[config.mk]
export PLATFORM = sky130hd
export DESIGN_NAME = xmodem_block_receiver_flat
export DESIGN_NICKNAME = d
export VERILOG_FILES = /design/src/rtl/core/xmb_pkg.sv /design/src/rtl/core/xmb_in_if.sv /design/src/rtl/core/xmb_out_if.sv /design/src/rtl/core/xmb_cfg_if.sv /design/src/rtl/core/xmodem_block_receiver.sv /design/src/rtl/core/xmb_step.sv /design/src/rtl/core/xmb_out_reg.sv /design/src/flat_wrapper.sv
export SDC_FILE = /design/constraint.sdc
export NUM_CORES = 1
export LEC_CHECK = 0
export BUFFER_PORTS_ARGS = -buffer_cell sky130_fd_sc_hd__buf_2
export CAP_MARGIN = 40
export CORE_MARGIN = 1
export CORE_UTILIZATION = 44
export DETAILED_ROUTE_END_ITERATION = 7
export GPL_ROUTABILITY_DRIVEN = 0
export GPL_TIMING_DRIVEN = 1
export HOLD_SLACK_MARGIN = 0.08
export PLACE_DENSITY = 0.61
export SKIP_CTS_REPAIR_TIMING = 1
export SYNTH_ARGS = -nofsm -noshare
export SYNTH_HDL_FRONTEND = slang
export SYNTH_SLANG_ARGS = --single-unit
[constraint.sdc]
create_clock -name i_clk -period 3.1 [get_ports i_clk]
set_input_delay 0.155 -clock i_clk [delete_from_list [all_inputs] [get_ports i_clk]]
set_output_delay 0.155 -clock i_clk [all_outputs]
set_load 0.05 [all_outputs]
[src/rtl/core/xmb_pkg.sv]
// ----------------------------------------------------------------------------
// XMODEM block receiver package
// Shared codes, result type and the CRC-16/XMODEM byte update.
// ----------------------------------------------------------------------------
package xmb_pkg;

    localparam logic [1:0] OP_START = 2'd0;
    localparam logic [1:0] OP_BYTE  = 2'd1;
    localparam logic [1:0] OP_TICK  = 2'd2;

    localparam logic [7:0] CH_SOH = 8'h01;
    localparam logic [7:0] CH_EOT = 8'h04;
    localparam logic [7:0] CH_ACK = 8'h06;
    localparam logic [7:0] CH_NAK = 8'h15;
    localparam logic [7:0] CH_C   = 8'h43;

    localparam logic [1:0] KIND_DATA   = 2'd0;
    localparam logic [1:0] KIND_REPLY  = 2'd1;
    localparam logic [1:0] KIND_STATUS = 2'd2;

    localparam logic [1:0] ST_RUNNING  = 2'd0;
    localparam logic [1:0] ST_FINISHED = 2'd1;
    localparam logic [1:0] ST_FAILED   = 2'd2;

    localparam logic CFG_CRC_MODE = 1'b0;
    localparam logic CFG_TIMEOUT  = 1'b1;

    localparam logic [15:0] CRC_POLY       = 16'h1021;
    localparam logic [15:0] TIMEOUT_RESET  = 16'd1000;
    localparam int          DATA_INDEX_W   = 7;

    typedef struct packed {
        logic [1:0]              kind;
        logic [7:0]              data;
        logic [DATA_INDEX_W-1:0] index;
        logic                    commit;
        logic [1:0]              status;
    } t_result;

    function automatic logic [15:0] crc_add(input logic [15:0] crc, input logic [7:0] b);
        logic [15:0] c;
        c = crc ^ {b, 8'h00};
        for (int i = 0; i < 8; i++) begin
            if (c[15]) begin
                c = {c[14:0], 1'b0} ^ CRC_POLY;
            end else begin
                c = {c[14:0], 1'b0};
            end
        end
        return c;
    endfunction

endpackage

[src/rtl/core/xmb_in_if.sv]
// ----------------------------------------------------------------------------
// XMODEM receiver input channel
// Carries one operation request and its received byte.
// ----------------------------------------------------------------------------
interface xmb_in_if;
    logic       valid;
    logic       ready;
    logic [1:0] operation;
    logic [7:0] rx_byte;

    modport source (output valid, output operation, output rx_byte, input ready);
    modport sink   (input valid, input operation, input rx_byte, output ready);
endinterface

[src/rtl/core/xmb_out_if.sv]
// ----------------------------------------------------------------------------
// XMODEM receiver result channel
// Carries one result request: data byte, reply byte or status.
// ----------------------------------------------------------------------------
interface xmb_out_if;
    logic       valid;
    logic       ready;
    logic [1:0] result_kind;
    logic [7:0] out_byte;
    logic [6:0] data_index;
    logic       commit;
    logic [1:0] status;

    modport source (output valid, output result_kind, output out_byte, output data_index,
                    output commit, output status, input ready);
    modport sink   (input valid, input result_kind, input out_byte, input data_index,
                    input commit, input status, output ready);
endinterface

[src/rtl/core/xmb_cfg_if.sv]
// ----------------------------------------------------------------------------
// XMODEM receiver configuration channel
// Carries one register write request: index and data.
// ----------------------------------------------------------------------------
interface xmb_cfg_if;
    logic        valid;
    logic        ready;
    logic        index;
    logic [15:0] data;

    modport source (output valid, output index, output data, input ready);
    modport sink   (input valid, input index, input data, output ready);
endinterface

[src/rtl/core/xmodem_block_receiver.sv]
// ----------------------------------------------------------------------------
// XMODEM block receiver
// Takes the sender's bytes, start requests and timer ticks, and answers as an
// XMODEM receiver: data bytes out, ACK, NAK or C replies, and status.
// ----------------------------------------------------------------------------
// The block accepts one request per clock cycle while the result side is not
// stalled. A request is held in the input register, where the protocol step
// decodes it against the transfer state, and its result, if any, is loaded
// into the result register and shown from there. Input ready falls only when
// the input register holds a request while the result register still waits
// to be taken. Configuration writes are taken in any cycle.
module xmodem_block_receiver #(
    parameter int BLOCK_BYTES = 128
) (
    input  logic      i_clk,
    input  logic      i_rst_n,
    xmb_in_if.sink    i_in,
    xmb_cfg_if.sink   i_cfg,
    xmb_out_if.source o_out
);
    import xmb_pkg::*;

    logic        r_in_valid;
    logic [1:0]  r_op;
    logic [7:0]  r_byte;
    logic        r_crc_mode;
    logic [15:0] r_timeout;

    logic        fire;
    logic        out_busy;
    logic        res_valid;
    t_result     res;

    assign fire       = r_in_valid && !out_busy;
    assign i_in.ready = !r_in_valid || fire;
    assign i_cfg.ready = 1'b1;

    always_ff @(posedge i_clk) begin
        if (!i_rst_n) begin
            r_in_valid <= 1'b0;
        end else if (i_in.ready) begin
            r_in_valid <= i_in.valid;
        end
    end

    always_ff @(posedge i_clk) begin
        if (i_in.ready && i_in.valid) begin
            r_op   <= i_in.operation;
            r_byte <= i_in.rx_byte;
        end
    end

    always_ff @(posedge i_clk) begin
        if (!i_rst_n) begin
            r_crc_mode <= 1'b1;
            r_timeout  <= TIMEOUT_RESET;
        end else if (i_cfg.valid) begin
            unique case (i_cfg.index)
                CFG_CRC_MODE: r_crc_mode <= i_cfg.data[0];
                CFG_TIMEOUT:  r_timeout  <= i_cfg.data;
                default: begin
                end
            endcase
        end
    end

    xmb_step #(
        .BLOCK_BYTES(BLOCK_BYTES)
    ) u_step (
        .i_clk          (i_clk),
        .i_rst_n        (i_rst_n),
        .i_fire         (fire),
        .i_op           (r_op),
        .i_byte         (r_byte),
        .i_crc_mode     (r_crc_mode),
        .i_timeout_ticks(r_timeout),
        .o_res_valid    (res_valid),
        .o_res          (res)
    );

    xmb_out_reg u_out (
        .i_clk  (i_clk),
        .i_rst_n(i_rst_n),
        .i_load (fire && res_valid),
        .i_res  (res),
        .o_busy (out_busy),
        .o_out  (o_out)
    );

    a_no_overwrite: assert property (@(posedge i_clk) disable iff (!i_rst_n)
        (o_out.valid && !o_out.ready) |-> !fire)
        else $error("request decoded while a result was still waiting");

    a_hold_when_blocked: assert property (@(posedge i_clk) disable iff (!i_rst_n)
        (r_in_valid && out_busy) |=> (r_in_valid && $stable(r_op) && $stable(r_byte)))
        else $error("held request lost while the result channel stalled");

    a_ready_when_empty: assert property (@(posedge i_clk) disable iff (!i_rst_n)
        !r_in_valid |-> i_in.ready)
        else $error("input refused with an empty input register");

endmodule

[src/rtl/core/xmb_step.sv]
// ----------------------------------------------------------------------------
// XMODEM receiver protocol step
// Holds the transfer state and combinationally works out the next state and
// result of one registered request.
// ----------------------------------------------------------------------------
module xmb_step #(
    parameter int BLOCK_BYTES = 128
) (
    input  logic              i_clk,
    input  logic              i_rst_n,
    input  logic              i_fire,
    input  logic [1:0]        i_op,
    input  logic [7:0]        i_byte,
    input  logic              i_crc_mode,
    input  logic [15:0]       i_timeout_ticks,
    output logic              o_res_valid,
    output xmb_pkg::t_result  o_res
);
    import xmb_pkg::*;

    localparam int CW = $clog2(BLOCK_BYTES);
    localparam logic [CW-1:0] LAST = CW'(BLOCK_BYTES - 1);

    localparam logic [2:0] PH_IDLE   = 3'd0;
    localparam logic [2:0] PH_HEAD   = 3'd1;
    localparam logic [2:0] PH_NUM    = 3'd2;
    localparam logic [2:0] PH_CMP    = 3'd3;
    localparam logic [2:0] PH_DATA   = 3'd4;
    localparam logic [2:0] PH_CHECK  = 3'd5;
    localparam logic [2:0] PH_DONE   = 3'd6;
    localparam logic [2:0] PH_FAILED = 3'd7;

    logic [2:0]    r_phase,    n_phase;
    logic [7:0]    r_expected, n_expected;
    logic          r_hdr_good, n_hdr_good;
    logic [CW-1:0] r_count,    n_count;
    logic          r_second,   n_second;
    logic [15:0]   r_crc,      n_crc;
    logic [7:0]    r_sum,      n_sum;
    logic [7:0]    r_first,    n_first;
    logic [15:0]   r_idle,     n_idle;

    logic          running;
    logic [15:0]   idle_inc;
    logic          check_ok;

    assign running  = (r_phase >= PH_HEAD) && (r_phase <= PH_CHECK);
    assign idle_inc = r_idle + 16'd1;

    always_comb begin
        n_phase     = r_phase;
        n_expected  = r_expected;
        n_hdr_good  = r_hdr_good;
        n_count     = r_count;
        n_second    = r_second;
        n_crc       = r_crc;
        n_sum       = r_sum;
        n_first     = r_first;
        n_idle      = r_idle;
        o_res_valid = 1'b0;
        o_res       = '0;
        check_ok    = 1'b0;
        unique case (i_op)
            OP_START: begin
                n_phase     = PH_HEAD;
                n_expected  = 8'd1;
                n_hdr_good  = 1'b0;
                n_count     = '0;
                n_second    = 1'b0;
                n_crc       = '0;
                n_sum       = '0;
                n_first     = '0;
                n_idle      = '0;
                o_res_valid = 1'b1;
                o_res.kind  = KIND_REPLY;
                o_res.data  = i_crc_mode ? CH_C : CH_NAK;
            end
            OP_TICK: begin
                if (running) begin
                    n_idle = idle_inc;
                    if (idle_inc >= i_timeout_ticks) begin
                        n_phase     = PH_FAILED;
                        o_res_valid = 1'b1;
                        o_res.kind  = KIND_STATUS;
                    end
                end
            end
            OP_BYTE: begin
                if (running) begin
                    n_idle = '0;
                    unique case (r_phase)
                        PH_HEAD: begin
                            if (i_byte == CH_SOH) begin
                                n_phase    = PH_NUM;
                                n_hdr_good = 1'b1;
                                n_crc      = '0;
                                n_sum      = '0;
                                n_count    = '0;
                            end else if (i_byte == CH_EOT) begin
                                n_phase     = PH_DONE;
                                o_res_valid = 1'b1;
                                o_res.kind  = KIND_REPLY;
                                o_res.data  = CH_ACK;
                            end
                        end
                        PH_NUM: begin
                            if (i_byte != r_expected) begin
                                n_hdr_good = 1'b0;
                            end
                            n_phase = PH_CMP;
                        end
                        PH_CMP: begin
                            if (i_byte != ~r_expected) begin
                                n_hdr_good = 1'b0;
                            end
                            n_phase = PH_DATA;
                            n_count = '0;
                        end
                        PH_DATA: begin
                            n_crc       = crc_add(r_crc, i_byte);
                            n_sum       = r_sum + i_byte;
                            o_res_valid = 1'b1;
                            o_res.kind  = KIND_DATA;
                            o_res.data  = i_byte;
                            o_res.index = r_count[DATA_INDEX_W-1:0];
                            if (r_count == LAST) begin
                                n_phase  = PH_CHECK;
                                n_count  = '0;
                                n_second = 1'b0;
                            end else begin
                                n_count = r_count + CW'(1);
                            end
                        end
                        PH_CHECK: begin
                            if (!i_crc_mode || r_second) begin
                                if (!i_crc_mode) begin
                                    check_ok = (i_byte == r_sum);
                                end else begin
                                    check_ok = (r_first == r_crc[15:8]) &&
                                               (i_byte == r_crc[7:0]);
                                end
                                n_second    = 1'b0;
                                n_phase     = PH_HEAD;
                                o_res_valid = 1'b1;
                                o_res.kind  = KIND_REPLY;
                                if (check_ok && r_hdr_good) begin
                                    n_expected   = r_expected + 8'd1;
                                    o_res.data   = CH_ACK;
                                    o_res.commit = 1'b1;
                                end else begin
                                    o_res.data = CH_NAK;
                                end
                            end else begin
                                n_first  = i_byte;
                                n_second = 1'b1;
                            end
                        end
                        default: begin
                        end
                    endcase
                end
            end
            default: begin
            end
        endcase
        if (n_phase == PH_DONE) begin
            o_res.status = ST_FINISHED;
        end else if (n_phase == PH_FAILED) begin
            o_res.status = ST_FAILED;
        end else begin
            o_res.status = ST_RUNNING;
        end
    end

    always_ff @(posedge i_clk) begin
        if (!i_rst_n) begin
            r_phase    <= PH_IDLE;
            r_expected <= 8'd1;
            r_hdr_good <= 1'b0;
            r_count    <= '0;
            r_second   <= 1'b0;
            r_crc      <= '0;
            r_sum      <= '0;
            r_first    <= '0;
            r_idle     <= '0;
        end else if (i_fire) begin
            r_phase    <= n_phase;
            r_expected <= n_expected;
            r_hdr_good <= n_hdr_good;
            r_count    <= n_count;
            r_second   <= n_second;
            r_crc      <= n_crc;
            r_sum      <= n_sum;
            r_first    <= n_first;
            r_idle     <= n_idle;
        end
    end

    a_data_in_data_phase: assert property (@(posedge i_clk) disable iff (!i_rst_n)
        (o_res_valid && o_res.kind == KIND_DATA) |-> (r_phase == PH_DATA))
        else $error("data byte produced outside the data phase");

    a_commit_is_ack: assert property (@(posedge i_clk) disable iff (!i_rst_n)
        (o_res_valid && o_res.commit) |-> (o_res.kind == KIND_REPLY && o_res.data == CH_ACK))
        else $error("commit raised on something other than an ACK reply");

    a_last_byte_to_check: assert property (@(posedge i_clk) disable iff (!i_rst_n)
        (i_fire && i_op == OP_BYTE && r_phase == PH_DATA && r_count == LAST)
        |=> (r_phase == PH_CHECK && r_count == '0))
        else $error("last data byte did not move to the check bytes");

    a_start_restarts: assert property (@(posedge i_clk) disable iff (!i_rst_n)
        (i_fire && i_op == OP_START) |=> (r_phase == PH_HEAD && r_expected == 8'd1))
        else $error("start request did not restart the transfer");

endmodule

[src/rtl/core/xmb_out_reg.sv]
// ----------------------------------------------------------------------------
// XMODEM receiver result register
// Holds one finished result until the result channel takes it.
// ----------------------------------------------------------------------------
module xmb_out_reg (
    input  logic             i_clk,
    input  logic             i_rst_n,
    input  logic             i_load,
    input  xmb_pkg::t_result i_res,
    output logic             o_busy,
    xmb_out_if.source        o_out
);
    import xmb_pkg::*;

    logic    r_valid;
    t_result r_res;

    assign o_busy = r_valid && !o_out.ready;

    always_ff @(posedge i_clk) begin
        if (!i_rst_n) begin
            r_valid <= 1'b0;
        end else if (i_load) begin
            r_valid <= 1'b1;
        end else if (o_out.ready) begin
            r_valid <= 1'b0;
        end
    end

    always_ff @(posedge i_clk) begin
        if (i_load) begin
            r_res <= i_res;
        end
    end

    assign o_out.valid       = r_valid;
    assign o_out.result_kind = r_res.kind;
    assign o_out.out_byte    = r_res.data;
    assign o_out.data_index  = r_res.index;
    assign o_out.commit      = r_res.commit;
    assign o_out.status      = r_res.status;

endmodule

[src/flat_wrapper.sv]
// flat-port wrapper written by rule: the top's interface ports become plain ports
module xmodem_block_receiver_flat import xmb_pkg::*;
#(
    parameter int BLOCK_BYTES = 128
)
  (i_clk, i_rst_n, i_in_valid, i_in_operation, i_in_rx_byte, i_in_ready, i_cfg_valid, i_cfg_index, i_cfg_data, i_cfg_ready, o_out_valid, o_out_result_kind, o_out_out_byte, o_out_data_index, o_out_commit, o_out_status, o_out_ready);
  xmb_in_if i_in_i ();
  xmb_cfg_if i_cfg_i ();
  xmb_out_if o_out_i ();
  input  logic i_clk;
  input  logic i_rst_n;
  input wire logic [$bits(i_in_i.valid)-1:0] i_in_valid;
  input wire logic [$bits(i_in_i.operation)-1:0] i_in_operation;
  input wire logic [$bits(i_in_i.rx_byte)-1:0] i_in_rx_byte;
  output wire logic [$bits(i_in_i.ready)-1:0] i_in_ready;
  input wire logic [$bits(i_cfg_i.valid)-1:0] i_cfg_valid;
  input wire logic [$bits(i_cfg_i.index)-1:0] i_cfg_index;
  input wire logic [$bits(i_cfg_i.data)-1:0] i_cfg_data;
  output wire logic [$bits(i_cfg_i.ready)-1:0] i_cfg_ready;
  output wire logic [$bits(o_out_i.valid)-1:0] o_out_valid;
  output wire logic [$bits(o_out_i.result_kind)-1:0] o_out_result_kind;
  output wire logic [$bits(o_out_i.out_byte)-1:0] o_out_out_byte;
  output wire logic [$bits(o_out_i.data_index)-1:0] o_out_data_index;
  output wire logic [$bits(o_out_i.commit)-1:0] o_out_commit;
  output wire logic [$bits(o_out_i.status)-1:0] o_out_status;
  input wire logic [$bits(o_out_i.ready)-1:0] o_out_ready;
  assign i_in_i.valid = i_in_valid;
  assign i_in_i.operation = i_in_operation;
  assign i_in_i.rx_byte = i_in_rx_byte;
  assign i_in_ready = i_in_i.ready;
  assign i_cfg_i.valid = i_cfg_valid;
  assign i_cfg_i.index = i_cfg_index;
  assign i_cfg_i.data = i_cfg_data;
  assign i_cfg_ready = i_cfg_i.ready;
  assign o_out_valid = o_out_i.valid;
  assign o_out_result_kind = o_out_i.result_kind;
  assign o_out_out_byte = o_out_i.out_byte;
  assign o_out_data_index = o_out_i.data_index;
  assign o_out_commit = o_out_i.commit;
  assign o_out_status = o_out_i.status;
  assign o_out_i.ready = o_out_ready;
  xmodem_block_receiver #(.BLOCK_BYTES(BLOCK_BYTES)) u_core (.i_clk(i_clk), .i_rst_n(i_rst_n), .i_in(i_in_i), .i_cfg(i_cfg_i), .o_out(o_out_i));
endmodule
Word-level counts from Yosys, hierarchy flattened --
Index checks and enable logic that the tools add are counted.
Storage, ports and cells: register bits 117, output and inout port bits 23, word-level logic and storage cells 202
Cells by class: $add $sub $neg 4, bitwise logic cells 11, muxes and demuxes 105, reduce and logical (&&, ||, !) cells 28, eq/ne operators 31, magnitude comparators 3
Operators with widths (number):
- 16-bit two-way mux | 25
- 13-bit two-way mux | 8
- 8-bit one-hot mux with 2 select lines | 5
- 8-bit two-way mux | 9
- 16-bit one-hot mux with 2 select lines | 2
- 16-bit one-hot mux with 3 select lines | 1
- 7-bit two-way mux | 5
- 10-bit one-hot mux with 3 select lines | 1
- 9-bit two-way mux | 3
- 8-bit equality test | 3
- 3-bit NOT | 8
- 1-bit two-way mux | 23
- 3-bit two-way mux | 7
- 7-bit one-hot mux with 3 select lines | 1
- 5-bit AND reduction | 4
- 18-bit two-way mux | 1
- 16-bit by 1-bit adder with 16-bit output (second input constant) | 1
- 16-bit greater-or-equal comparator | 1
- 8-bit inequality test | 2
- 16-bit bitwise XOR | 1
- 3-bit one-hot mux with 5 select lines | 1
- 7-bit one-hot mux with 2 select lines | 1
- 3-bit equality test (second input constant) | 4
- 3-bit inequality test (second input constant) | 4
- other kinds (35) | 61

Depth between registers and ports, before layout --
Gate-level depths: netlist of the first run.
depth after elaboration 41, gate-level depth with buffers 12, mapped depth without buffers 12

Modules after synthesis --
From an unflattened synthesis of the first run, not the netlist that was laid out.
Second synthesis, totals: cells, all modules 781, area, all modules 6775.2 µm²
Modules (own cells, without submodules):
- xmb_step | instances 1, cells each 660, area each 5026.1 µm², sequential area each 1361.3 µm²
- xmodem_block_receiver | instances 1, cells each 98, area each 1107.3 µm², sequential area each 660.6 µm²
- xmb_out_reg | instances 1, cells each 23, area each 641.9 µm², sequential area each 620.6 µm²

Worst setup path after synthesis of the first run --
Ideal clock, no wire load.
path type flip-flop to flip-flop, from register u_core.u_step.r_idle[3], to register u_core.u_out.r_res, in the netlist u_core.u_out.o_out.commit (enable), data arrival time 2.953 ns, clock period less this slack 3.351 ns, slack -0.251 ns, cell stages (with the launch flop) 11, cell sequence dfxtp_1 -> and3_1 -> and2_1 -> nand4_1 -> xnor2_1 -> ha_1 -> and4_1 -> a221oi_1 -> a21boi_0 -> o311ai_0 -> nand2_1
On the way: word-level cells in the longest chain between the ends 6
Ends and longest elaborated chain:
- from (decl) | line xmb_step.sv:41 | logic [15:0] r_idle, n_idle;
- from (signal assigned) | line xmb_step.sv:195 | r_idle <= n_idle;
- 16-bit by 1-bit adder with 16-bit output | line xmb_step.sv:48 | assign idle_inc = r_idle + 16'd1;
- 16-bit greater-or-equal comparator | line xmb_step.sv:81 | if (idle_inc >= i_timeout_ticks) begin
- 1-bit two-way mux | line xmb_step.sv:81
- 1-bit two-way mux | line xmb_step.sv:79 | if (running) begin
- 1-bit one-hot mux with 3 select lines | line xmb_step.sv:63 | unique case (i_op)
- 1-bit logical AND | line xmodem_block_receiver.sv:84 | .i_load (fire && res_valid),
- net u_core.u_out.i_load | line xmb_out_reg.sv:8 | input logic i_load,
- to (signal assigned) | line xmb_out_reg.sv:32 | r_res <= i_res;
- to (decl) | line xmb_out_reg.sv:16 | t_result r_res;
The timed path passes the listed nets, and every way through them passes these cells. A chain may end at the register's enable or synchronous reset.

Final worst setup path of the first run --
from register u_core.u_step.r_idle[9], to register u_core.u_out.r_res, in the netlist u_core.u_out.o_out.data_index[3] (enable)
Same word-level chain as after synthesis.

==> impl_results.md, run 1 <==
* Layout cell share with drive strength beyond 1 at 16.74%
* Hold-critical path depth at 4
* Most used DFF post-synth: sky130_fd_sc_hd__dfxtp_1
* Critical path data arrival time at 3.14 ns
* Sequential Power Share at about two fifths
* Pin count of the biggest net entering global routing at 64
* Post-route worst hold slack at slightly above 0.09 ns
* Most frequent standard cell in the layout excluding fill and tap cells: sky130_fd_sc_hd__nand2_1
* Average wire per cell in the routed design at about 16 um
* Die area at approximately 15,000 um2
* Net count of the finished layout at 916
* Number of standard cells after synthesis at 759
* Slew of the pin with the lowest slew margin at about 0.74 ns
* Seq. cell area at roughly 2600 um2
* Sort of element at the start of the critical path: register
* Final Hold Vio Count at 0
* Path type of the worst setup path: reg2reg
* Count of state elements after synthesis at 117
* Wire length of the first global-routing pass at ~27,000 um
* Number of flops mapped to enable cells by yosys at 30
* Floorplan die height at 123.9 um
* Number of pins exceeding their max-slew limit in the final report at 0
* Number of antenna violations at the first check in global routing at 0
* TritonCTS sink count at about 120
* Endpoint type of the worst setup path: register
* Hold Path Class: in2reg
* Run status: completed
* Initial Utilization at ~45%
* Insertion delay to the later sink of the worst-skew pair at 0.43 ns
* Instance count after placement with tap cells included at approximately 1,000
* Async S/R FF share, synth at 0%
* Total length of routed wires at between 15,000 and 20,000 um
* CTS tree: done
* Number of iterations in the first detailed-routing pass at 5
* Antenna diodes at 0
* Internal power contribution at 3098 uW
* Worst VDD drop at 329.5 uV
* Top cells by area, synth: sky130_fd_sc_hd__dfxtp_1 27%, sky130_fd_sc_hd__edfxtp_1 14%, sky130_fd_sc_hd__ha_1 5.7%
* Critical path peak fanout at 20
* Worst slew margin relative to its limit at between 50% and 60%
* Maximum number of buffers from clock root to sink at 2
* Clock power frac at 50.9%
* Remaining design rule violation count at 0
* I/O pin count at 55
* Core ar. at 14,530 um2
* Area growth syn-to-layout at 24.35%
* Clk root buf: sky130_fd_sc_hd__clkbuf_16
* Width of the chip at 123.9 um
* Syn nets at approximately 800
* Yosys top cell by area: sky130_fd_sc_hd__dfxtp_1
* Combinational fraction of design power at around 8.9%
* Via count of the first global-routing pass at ~5,500
* Final global-route overflow total at 0
* Tcrit/Tclk final at between 90% and 100%
* Synth Warn # at 0
* Reg2Reg Depth at 10
* Number of buffers added by the clock tree synthesis step at 17
* Total area of multi-input combinational cells at 3700 um2
* Max Clock Skew at 0.007455 ns
* Register-to-register setup slack at ~0.14 ns
* Initial drt markers at 501
* Post-detailed-route via-to-cell ratio at between 5 and 6
* F_max at around 340 MHz
* Avg Inst Size Synth at roughly 8.6 um2
* Synth unique cells at 67
* Clock H-tree levels at 4
* Summed negative setup slack over all endpoints at 0 ns
* Count of antenna-violating nets left after detailed routing at 0
* Data required time of the worst path at approximately 3.3 ns
* Netlist area before placement at 6535 um2
* PD cells at about 500 nW/um2
* Commonest cells after routing, fill and taps aside: 94 x sky130_fd_sc_hd__nand2_1, 87 x sky130_fd_sc_hd__dfxtp_1, 69 x sky130_fd_sc_hd__nor2_1
* Non-filler cells, final at around 1,100
* Sequential area share after synthesis at 40.44%
* Sum of net half-perimeters after detailed placement at 12,110 um
* Floorplan row count at between 40 and 50
* Buffers added on ports at 53
* Final critical delay including setup and external delays at about 3.0 ns
* Beginning of the worst register-to-register path: u_core.u_step.r_idle[9]$_SDFFE_PN0P_
* Fill count at 1,331
* # Max-Cap Violations at 0
* Static Leak at between 0.003 and 0.004 uW
* Power spent charging and discharging nets at between 900 and 1000 uW
* Fraction of synthesized cell area taken by the top area cell type at 26.65%
* Launch point of the worst hold path: o_out_ready
* Switching share of power at 23.33%
* Clock edge transition at the registers on the reported setup and hold paths at around 0.050 ns
* Detailed-route via count at 5,911
* Global-route usage over all layers at a little under a quarter
* Worst Hold End: u_core.r_in_valid$_SDFFE_PN0N_
* FF-to-FF End: u_core.u_out.o_out.data_index[3]$_SDFFCE_PN0P_
* Final-report setup violation count at 0
-- synth_stat cells (12+ instances only) --
cell                        n
sky130_fd_sc_hd__o21ai_0   21
sky130_fd_sc_hd__ha_1      30
sky130_fd_sc_hd__nand2_1   95
sky130_fd_sc_hd__xor2_1    32
sky130_fd_sc_hd__nor3_1    19
sky130_fd_sc_hd__nand3_1   24
sky130_fd_sc_hd__a21oi_1   56
sky130_fd_sc_hd__edfxtp_1  30
sky130_fd_sc_hd__nand4_1   20
sky130_fd_sc_hd__inv_1     28
sky130_fd_sc_hd__nor2_1    70
sky130_fd_sc_hd__xnor2_1   36
sky130_fd_sc_hd__dfxtp_1   87
sky130_fd_sc_hd__o211ai_1  12
sky130_fd_sc_hd__a22oi_1   25
sky130_fd_sc_hd__and2_1    15
sky130_fd_sc_hd__clkbuf_1  34
-- power groups by stage --
| stage | registers (uW) | logic [uW] | clock network, uW |
|---|---|---|---|
| after floorplan | 1660 | 212 | 0 |
| after global placement | 1660 | 313 | 0 |
| after detailed placement | 1660 | 320 | 0 |
| after CTS | 1620 | 322 | 2090 |
| after global routing | 1630 | 392 | 2170 |
| final | 1630 | 359 | 2060 |
-- flip-flops by register name, indices dropped and copies added, names as in the netlist, 2 cells and up --
signal                          flops
u_core.r_byte                       8
u_core.r_op                         2
u_core.r_timeout                   16
u_core.u_out.o_out.data_index       7
u_core.u_out.o_out.out_byte         8
u_core.u_out.o_out.result_kind      2
u_core.u_out.o_out.status           2
u_core.u_step.r_count               7
u_core.u_step.r_crc                16
u_core.u_step.r_expected            8
u_core.u_step.r_first               8
u_core.u_step.r_idle               16
u_core.u_step.r_phase               3
u_core.u_step.r_sum                 8
-- logic make-up after synthesis --
| kind of cell | count (synthesis) | synth area share [%] |
|---|---|---|
| and+or+nand+nor | 310 | 23.55 |
| AOI/OAI and AO/OA | 159 | 16.04 |
| DFF | 117 | 40.44 |
| buffers and inverters | 70 | 4.289 |
| xor gates and xnor gates | 68 | 9.114 |
| adders and majority gates | 31 | 6.050 |
| muxes | 3 | 0.4595 |
| other | 1 | 0.05738 |
-- stage by stage --
step / cell area [um2] / power, uW / utilization (%) / worst slack [ns]
after floorplan: 6538 / 1871 / - / 0.001541
after global placement: 7137 / 1969 / 49.10 / 0.05500
after detailed placement: 7148 / 1977 / 49.18 / -0.1045
after CTS: 7771 / 4033 / 53.47 / -0.1721
after global routing: 8127 / 4185 / 55.91 / -0.01017
final: 8127 / 4041 / 55.91 / 0.1438
-- how the worst max path moves through the flow --
stage	startpoint	end	slack, ns	cells after the start
detailed placement	u_core.u_step.r_idle[0]$_SDFFE_PN0P_	u_core.u_out.o_out.status[1]$_SDFFCE_PN0P_	-0.10	12
floorplan	u_core.u_step.r_idle[3]$_SDFFE_PN0P_	u_core.u_out.o_out.commit$_SDFFCE_PN0P_	0.002	10
finish	u_core.u_step.r_idle[9]$_SDFFE_PN0P_	u_core.u_out.o_out.data_index[3]$_SDFFCE_PN0P_	0.14	10
global route	u_core.u_step.r_idle[3]$_SDFFE_PN0P_	u_core.u_out.o_out.status[1]$_SDFFCE_PN0P_	-0.01	12
global placement	u_core.u_step.r_idle[4]$_SDFFE_PN0P_	u_core.u_out.o_out.status[1]$_SDFFCE_PN0P_	0.05	11
CTS	u_core.u_step.r_idle[0]$_SDFFE_PN0P_	u_core.u_out.o_out.status[1]$_SDFFCE_PN0P_	-0.17	12
-- layer usage --
| metal | routed length (um) | global-route usage [%] |
|---|---|---|
| met1 | 8035 | 31.90 |
| met3 | 998 | 4.945 |
| met5 | 0 | 0 |
| met2 | 7960 | 36.01 |
| met4 | 257 | 9.714 |
-- critical path, cell delays in order, from the launching register on --
cell,delay (ns)
sky130_fd_sc_hd__dfxtp_1,0.37
sky130_fd_sc_hd__and4_1,0.28
sky130_fd_sc_hd__nand4_1,0.26
sky130_fd_sc_hd__xnor2_1,0.22
sky130_fd_sc_hd__ha_1,0.34
sky130_fd_sc_hd__and4_4,0.19
sky130_fd_sc_hd__a221oi_2,0.39
sky130_fd_sc_hd__a21boi_2,0.10
sky130_fd_sc_hd__o311ai_2,0.28
sky130_fd_sc_hd__nand2_2,0.11
sky130_fd_sc_hd__buf_12,0.17
-- cell type report --
cell class                 instances  share of cell area, %
sequential                       117                  32.52
multi-input combinational        572                  45.53
inverter                          29                  1.339
clock inverter                     8                  1.478
tap                              184                  2.833
timing repair buffer             116                  10.12
clock buffer                      24                  6.189
Power figures use the tool's default switching activity.
==> run 2, diff against run 1 <==
--- a/config.mk
+++ b/config.mk
@@ -13,7 +13,7 @@
 export GPL_ROUTABILITY_DRIVEN = 0
 export GPL_TIMING_DRIVEN = 1
 export HOLD_SLACK_MARGIN = 0.08
-export PLACE_DENSITY = 0.61
+export PLACE_DENSITY = 0.59
 export SKIP_CTS_REPAIR_TIMING = 1
 export SYNTH_ARGS = -nofsm -noshare
 export SYNTH_HDL_FRONTEND = slang
==> constraint.sdc (replaced) <==
create_clock -name i_clk -period 3.7 [get_ports i_clk]
set_input_delay 0.185 -clock i_clk [delete_from_list [all_inputs] [get_ports i_clk]]
set_output_delay 0.185 -clock i_clk [all_outputs]
set_load 0.05 [all_outputs]
==> run 2 against run 1 <==
Net effect:
- sequential share of layout area up 0.99 points
- combinational power down 18%
- cell area down 2.9%
- critical endpoint is now u_core.u_out.o_out.out_byte[7]$_DFFE_PP_
- largest power group unchanged
- highest routed layer unchanged
==> impl_results.md, run 2 (synthesized netlist as in run 1, its figures left out) <==
* Run status: completed (unchanged)
* Worst VDD drop at 302.5 uV (was 329.5 uV)
* Buffers added on ports at 53 (unchanged)
* PD cells at 431.9 nW/um2 (was 497.3 nW/um2)
* Detailed-route via count at 5,820 (was 5,911)
* Sum of net half-perimeters after detailed placement at 12,170 um (was 12,110 um)
* Insertion delay to the later sink of the worst-skew pair at 0.42 ns (was 0.43 ns)
* Critical path data arrival time at 3.59 ns (was 3.14 ns)
* Worst path setup slack after routing at 0.2616 ns (was 0.1438 ns)
* Utilization after layout at 54.27% (was 55.91%)
* Initial drt markers at 442 (was 501)
* Most frequent standard cell in the layout excluding fill and tap cells: sky130_fd_sc_hd__nand2_1 (unchanged)
* Critical path peak fanout at 20 (unchanged)
* Fill count at 1,342 (was 1,331)
* Data required time of the worst path at 3.85 ns (was 3.28 ns)
* I/O pin count at 55 (unchanged)
* Commonest cells after routing, fill and taps aside: 95 x sky130_fd_sc_hd__nand2_1, 87 x sky130_fd_sc_hd__dfxtp_1, 70 x sky130_fd_sc_hd__nor2_1 (was 94 x sky130_fd_sc_hd__nand2_1, 87 x sky130_fd_sc_hd__dfxtp_1, 69 x sky130_fd_sc_hd__nor2_1)
* # Max-Cap Violations at 0 (unchanged)
* Clock edge transition at the registers on the reported setup and hold paths at 0.05 ns (about the same)
* Unrepaired setup endpoints after global routing: no
* Summed negative setup slack over all endpoints at 0 ns (unchanged)
* Routed length on met3 at 936 um (was 998 um)
* Max Clock Skew at 0.009259 ns (was 0.007455 ns)
* Initial Utilization at 44.96% (unchanged)
* Final global-route overflow total at 0 (unchanged)
* Top flop regs: u_core.r_timeout (16), u_core.u_step.r_crc (16), u_core.u_step.r_idle (16) (unchanged)
* Final-report setup violation count at 0 (unchanged)
* Post-route worst hold slack at 0.1369 ns (was 0.09070 ns)
* Number of buffers added by the clock tree synthesis step at 17 (unchanged)
* Path type of the worst setup path: reg2reg (unchanged)
* Sort of element at the start of the critical path: register (unchanged)
* Layout cell share with drive strength beyond 1 at 13.22% (was 16.74%)
* Count of antenna-violating nets left after detailed routing at 0 (unchanged)
* F_max at 290.8 MHz (was 338.3 MHz)
* Global-route usage over all layers at 23.51% (was 23.47%)
* Floorplan die height at 123.9 um (unchanged)
* CTS tree: done (unchanged)
* Final critical delay including setup and external delays at 3.438 ns (was 2.956 ns)
* Floorplan row count at 44 (unchanged)
* Cell area after layout at 7888 um2 (was 8127 um2)
* Net count of the finished layout at 897 (was 916)
* Area growth syn-to-layout at 20.70% (was 24.35%)
* Pin count of the biggest net entering global routing at 45 (was 64)
* Pre-CTS worst setup slack at 0.3002 ns (was -0.1045 ns)
* Routed length on met2 at 7705 um (was 7960 um)
* Number of pins exceeding their max-slew limit in the final report at 0 (unchanged)
* Length of routed wiring on met1 at 8381 um (was 8035 um)
* Cell area reported after detailed placement at 6983 um2 (was 7148 um2)
* Post-detailed-route via-to-cell ratio at 5.645 (was 5.630)
* Final Hold Vio Count at 0 (unchanged)
* Core ar. at 14,530 um2 (unchanged)
* Via count of the first global-routing pass at 5,361 (was 5,480)
* Total length of routed wires at 17,250 um (unchanged)
* Number of antenna violations at the first check in global routing at 0 (unchanged)
* Endpoint type of the worst setup path: register (unchanged)
* DR top layer: met4 (unchanged)
* Hold Path Class: in2reg (unchanged)
* Antenna diodes at 0 (unchanged)
* Slew of the pin with the lowest slew margin at 0.7505 ns (was 0.7418 ns)
* Width of the chip at 123.9 um (unchanged)
* Clock H-tree levels at 4 (unchanged)
* Remaining design rule violation count at 0 (unchanged)
* Maximum number of buffers from clock root to sink at 2 (unchanged)
* Tcrit/Tclk final at 92.93% (was 95.36%)
* Average wire per cell in the routed design at 16.73 um (was 16.43 um)
* Number of iterations in the first detailed-routing pass at 6 (was 5)
* Clk root buf: sky130_fd_sc_hd__clkbuf_16 (unchanged)
* Wire length of the first global-routing pass at 27,140 um (was 27,350 um)
* TritonCTS sink count at 117 (unchanged)
* Worst slew margin relative to its limit at 49.63% (was 50.21%)
* Die area at 15,340 um2 (unchanged)
* Static Leak at 0.003051 uW (was 0.003160 uW)
run 2: cell count changes in the layout (fill, tap and decap cells not counted), moves of 2 or more:
cell,change
sky130_fd_sc_hd__clkinv_1,-2
sky130_fd_sc_hd__buf_4,-18
sky130_fd_sc_hd__a21oi_1,+4
sky130_fd_sc_hd__clkinv_2,+5
sky130_fd_sc_hd__a21oi_2,-4
sky130_fd_sc_hd__clkinvlp_4,-2
run 2: per-layer routing:
layer | vias up | track usage (%)
li1 | 2859 | -
met1 | 2759 | 32.67
met2 | 179 | 35.97
met3 | 23 | 4.625
met4 | 0 | 8.584
met5 | - | 0
run 2: path summary, 6_finish.rpt:
path	from	endpoint	slack, ns	cells after the start
worst max-delay path	u_core.u_step.r_idle[2]$_SDFFE_PN0P_	u_core.u_out.o_out.out_byte[7]$_DFFE_PP_	0.26	11
worst min-delay path	o_out_ready	u_core.r_in_valid$_SDFFE_PN0N_	0.14	4
worst max register to register	u_core.u_step.r_idle[2]$_SDFFE_PN0P_	u_core.u_out.o_out.out_byte[7]$_DFFE_PP_	0.26	11
worst min register to register	u_core.r_timeout[4]$_SDFFE_PN0P_	u_core.r_timeout[4]$_SDFFE_PN0P_	0.45	2
run 2: worst max-delay path, stage by stage (launching register included):
cell	delay (ns)
sky130_fd_sc_hd__dfxtp_1	0.40
sky130_fd_sc_hd__and3_1	0.27
sky130_fd_sc_hd__nand4_1	0.24
sky130_fd_sc_hd__nor2_1	0.19
sky130_fd_sc_hd__xor2_1	0.20
sky130_fd_sc_hd__ha_1	0.27
sky130_fd_sc_hd__and4_1	0.21
sky130_fd_sc_hd__a221oi_1	0.44
sky130_fd_sc_hd__a21boi_0	0.15
sky130_fd_sc_hd__o311ai_0	0.44
sky130_fd_sc_hd__nand2_1	0.10
sky130_fd_sc_hd__buf_4	0.23
run 2: metrics by stage:
step / total power, uW / std cells
final: 3407 / 1031
after global placement: 1650 / 970
after floorplan: 1568 / 759
after detailed placement: 1655 / 971
after global routing: 3519 / 1031
after CTS: 3399 / 1003
run 2: where the power goes:
group	internal (uW)	switching (uW)	leakage, uW
Sequential	1340	25.4	0.000970
Clock	1170	578	0.000310
Combinational	107	187	0.00177
run 2: layout make-up:
type,instances,area [um2],share of cell area (%)
clock buffer,22,474.2,6.012
clock inverter,10,152.6,1.935
inverter,29,108.9,1.380
multi-input combinational,572,3612,45.80
sequential,117,2643,33.50
tap,184,230.2,2.919
timing repair buffer,97,666.9,8.455
==> run 3, diff against run 2 <==
--- a/config.mk
+++ b/config.mk
@@ -7,6 +7,7 @@
 export LEC_CHECK = 0
 export BUFFER_PORTS_ARGS = -buffer_cell sky130_fd_sc_hd__buf_2
 export CAP_MARGIN = 40
+export CORE_ASPECT_RATIO = 0.6
 export CORE_MARGIN = 1
 export CORE_UTILIZATION = 44
 export DETAILED_ROUTE_END_ITERATION = 7
==> run 3 against run 2 <==
Net effect:
- highest routed layer unchanged
- non-clock buffer count shrank 2
- register-to-register slack lost 0.098 ns
- utilization grew 0.16 points
- clock-buffer cell count shrank 2
- clock power is essentially flat
- critical path type unchanged
- critical path depth grew 1
- maximum frequency shrank 2.8%
==> impl_results.md, run 3 (synthesized netlist as in run 1, its figures left out) <==
* Width of the chip at 159.3 um (was 123.9 um)
* Commonest cells after routing, fill and taps aside: 95 x sky130_fd_sc_hd__nand2_1, 87 x sky130_fd_sc_hd__dfxtp_1, 70 x sky130_fd_sc_hd__nor2_1 (unchanged)
* Register-to-register setup slack at 0.16 ns (was 0.26 ns)
* Reg2Reg Depth at 12 (was 11)
* Sum of net half-perimeters after detailed placement at 12,710 um (was 12,170 um)
* # Max-Cap Violations at 0 (unchanged)
* Ordered list of cells on the worst path: and3_1 > and2_1 > nand4_1 > nor2_1 > xor2_1 > ha_1 > a21oi_1 > o21ai_0 > a2111oi_0 > a21oi_1 > o32ai_1 > and3b_1 (was and3_1 > nand4_1 > nor2_1 > xor2_1 > ha_1 > and4_1 > a221oi_1 > a21boi_0 > o311ai_0 > nand2_1 > buf_4)
* Count of antenna-violating nets left after detailed routing at 0 (unchanged)
* Via count of the first global-routing pass at 5,252 (was 5,361)
* Final-report setup violation count at 0 (unchanged)
* FF-to-FF End: u_core.u_out.o_out.status[1]$_SDFFCE_PN0P_ (was u_core.u_out.o_out.out_byte[7]$_DFFE_PP_)
* Area growth syn-to-layout at 20.83% (was 20.70%)
* PD cells at 433.4 nW/um2 (was 431.9 nW/um2)
* TritonCTS sink count at 117 (unchanged)
* Core ar. at 14,510 um2 (was 14,530 um2)
* Data required time of the worst path at 3.86 ns (was 3.85 ns)
* Initial drt markers at 457 (was 442)
* F_max at 282.8 MHz (was 290.8 MHz)
* Instance count after placement with tap cells included at 984 (was 971)
* Unrepaired setup endpoints after global routing: no (unchanged)
* Static Leak at 0.003037 uW (was 0.003051 uW)
* Clock H-tree levels at 4 (unchanged)
* Floorplan row count at 34 (was 44)
* Insertion delay to the later sink of the worst-skew pair at 0.41 ns (was 0.42 ns)
* Number of buffers added by the clock tree synthesis step at 17 (unchanged)
* Critical path data arrival time at 3.70 ns (was 3.59 ns)
* CTS tree: done (unchanged)
* Final global-route overflow total at 0 (unchanged)
* Net count of the finished layout at 895 (was 897)
* Pin count of the biggest net entering global routing at 64 (was 45)
* I/O pin count at 55 (unchanged)
* Number of antenna violations at the first check in global routing at 0 (unchanged)
* Total length of routed wires at 18,150 um (was 17,250 um)
* Clock edge transition at the registers on the reported setup and hold paths at 0.06 ns (was 0.05 ns)
* Non-filler cells, final at 1,043 (was 1,031)
* Number of pins exceeding their max-slew limit in the final report at 0 (unchanged)
* Final critical delay including setup and external delays at 3.536 ns (was 3.438 ns)
* Slew of the pin with the lowest slew margin at 0.8047 ns (was 0.7505 ns)
* Post-detailed-route via-to-cell ratio at 5.663 (was 5.645)
* Buffers added on ports at 53 (unchanged)
* Layout cell share with drive strength beyond 1 at 13.14% (was 13.22%)
* Wire length of the first global-routing pass at 28,700 um (was 27,140 um)
* Antenna diodes at 0 (unchanged)
* Initial Utilization at 45.05% (was 44.96%)
* Path type of the worst setup path: reg2reg (unchanged)
* Tcrit/Tclk final at 95.58% (was 92.93%)
* Run status: completed (unchanged)
* Worst slew margin relative to its limit at 45.99% (was 49.63%)
* Launching instance or port of the critical path: u_core.u_step.r_idle[2]$_SDFFE_PN0P_ (unchanged)
* Sort of element at the start of the critical path: register (unchanged)
* Die area at 15,360 um2 (was 15,340 um2)
* Global-route usage over all layers at 24.35% (was 23.51%)
* Number of iterations in the first detailed-routing pass at 5 (was 6)
* Cell repeated most along the worst path: sky130_fd_sc_hd__a21oi_1
* Top flop regs: u_core.r_timeout (16), u_core.u_step.r_crc (16), u_core.u_step.r_idle (16) (unchanged)
* Worst VDD drop at 249.9 uV (was 302.5 uV)
* Cell at the slowest stage of the critical path: sky130_fd_sc_hd__a2111oi_0 (was sky130_fd_sc_hd__a221oi_1)
* Critical path destination: u_core.u_out.o_out.status[1]$_SDFFCE_PN0P_ (was u_core.u_out.o_out.out_byte[7]$_DFFE_PP_)
* Beginning of the worst register-to-register path: u_core.u_step.r_idle[2]$_SDFFE_PN0P_ (unchanged)
* Fill count at 1,335 (was 1,342)
* Floorplan die height at 96.40 um (was 123.9 um)
* Most frequent standard cell in the layout excluding fill and tap cells: sky130_fd_sc_hd__nand2_1 (unchanged)
* Summed negative setup slack over all endpoints at 0 ns (unchanged)
* Critical path peak fanout at 6 (was 20)
* Hold Path Class: in2reg (unchanged)
* Max Clock Skew at 0.007714 ns (was 0.009259 ns)
* Final Hold Vio Count at 0 (unchanged)
* Critical Path Max Stage Delay at 0.48 ns (was 0.44 ns)
* Remaining design rule violation count at 0 (unchanged)
* Average wire per cell in the routed design at 17.40 um (was 16.73 um)
* Maximum number of buffers from clock root to sink at 2 (unchanged)
* Endpoint type of the worst setup path: register (unchanged)
* Clk root buf: sky130_fd_sc_hd__clkbuf_16 (unchanged)
* Detailed-route via count at 5,906 (was 5,820)
==> run 3: final cells by class <==
class,instances,area [um2],area share (%)
Inverter,29,108.9,1.379
Tap cell,198,247.7,3.137
Sequential cell,117,2643,33.47
Multi-Input combinational cell,572,3612,45.75
Clock inverter,12,176.4,2.234
Clock buffer,20,456.7,5.784
Timing Repair Buffer,95,651.9,8.255
==> run 3: worst min-delay path by stage <==
stage	slack [ns]	endpoint	cells past startpoint	startpoint
2_1_floorplan	0.28	u_core.r_byte[0]$_DFFE_PP_	0	i_in_rx_byte[0]
3_3_place_gp	0.36	u_core.r_byte[7]$_DFFE_PP_	1	i_in_rx_byte[7]
3_5_place_dp	0.36	u_core.r_byte[6]$_DFFE_PP_	1	i_in_rx_byte[6]
4_1_cts	-0.06	u_core.r_byte[2]$_DFFE_PP_	1	i_in_rx_byte[2]
5_1_grt	0.13	u_core.r_crc_mode$_SDFFE_PN1P_	4	i_cfg_valid
6_report	0.12	u_core.r_crc_mode$_SDFFE_PN1P_	4	i_cfg_valid
==> run 3: where the power goes <==
part | switching [uW] | internal, uW
Sequential | 27.7 | 1340
Clock | 604 | 1160
Combinational | 187 | 105
Total | 818 | 2600
==> run 3: critical path: cells and delay by family (launching register included) <==
family | cells | cell delay, ns
adders and majority gates | 1 | 0.26
AOI/OAI and AO/OA | 5 | 1.33
xor gates and xnor gates | 1 | 0.18
and+or+nand+nor | 5 | 1.09
DFF | 1 | 0.42
==> run 3: layer usage <==
layer  up-vias  part of all wire [%]  global-route usage [%]
met5         -                     0                       0
met4         0                  0.84                   6.811
met3        15                   7.4                   4.652
met2       244                    38                   32.64
met1      2792                    53                   38.38
li1       2855                     -                       -
==> run 3: stage by stage <==
| stage | util (%) | cell area (um2) | setup slack, ns | total power (uW) | hold slack [ns] |
|---|---|---|---|---|---|
| 5_1_grt | 54.43 | 7896 | 0.01965 | 3542 | 0.1279 |
| 3_5_place_dp | 48.21 | 6993 | 0.2981 | 1654 | 0.3631 |
| 2_1_floorplan | - | 6535 | 0.3492 | 1568 | 0.2839 |
| 4_1_cts | 52.57 | 7626 | 0.2276 | 3424 | -0.06436 |
| 6_report | 54.43 | 7896 | 0.1636 | 3422 | 0.1207 |
| 3_3_place_gp | 48.13 | 6982 | 0.4133 | 1648 | 0.3623 |
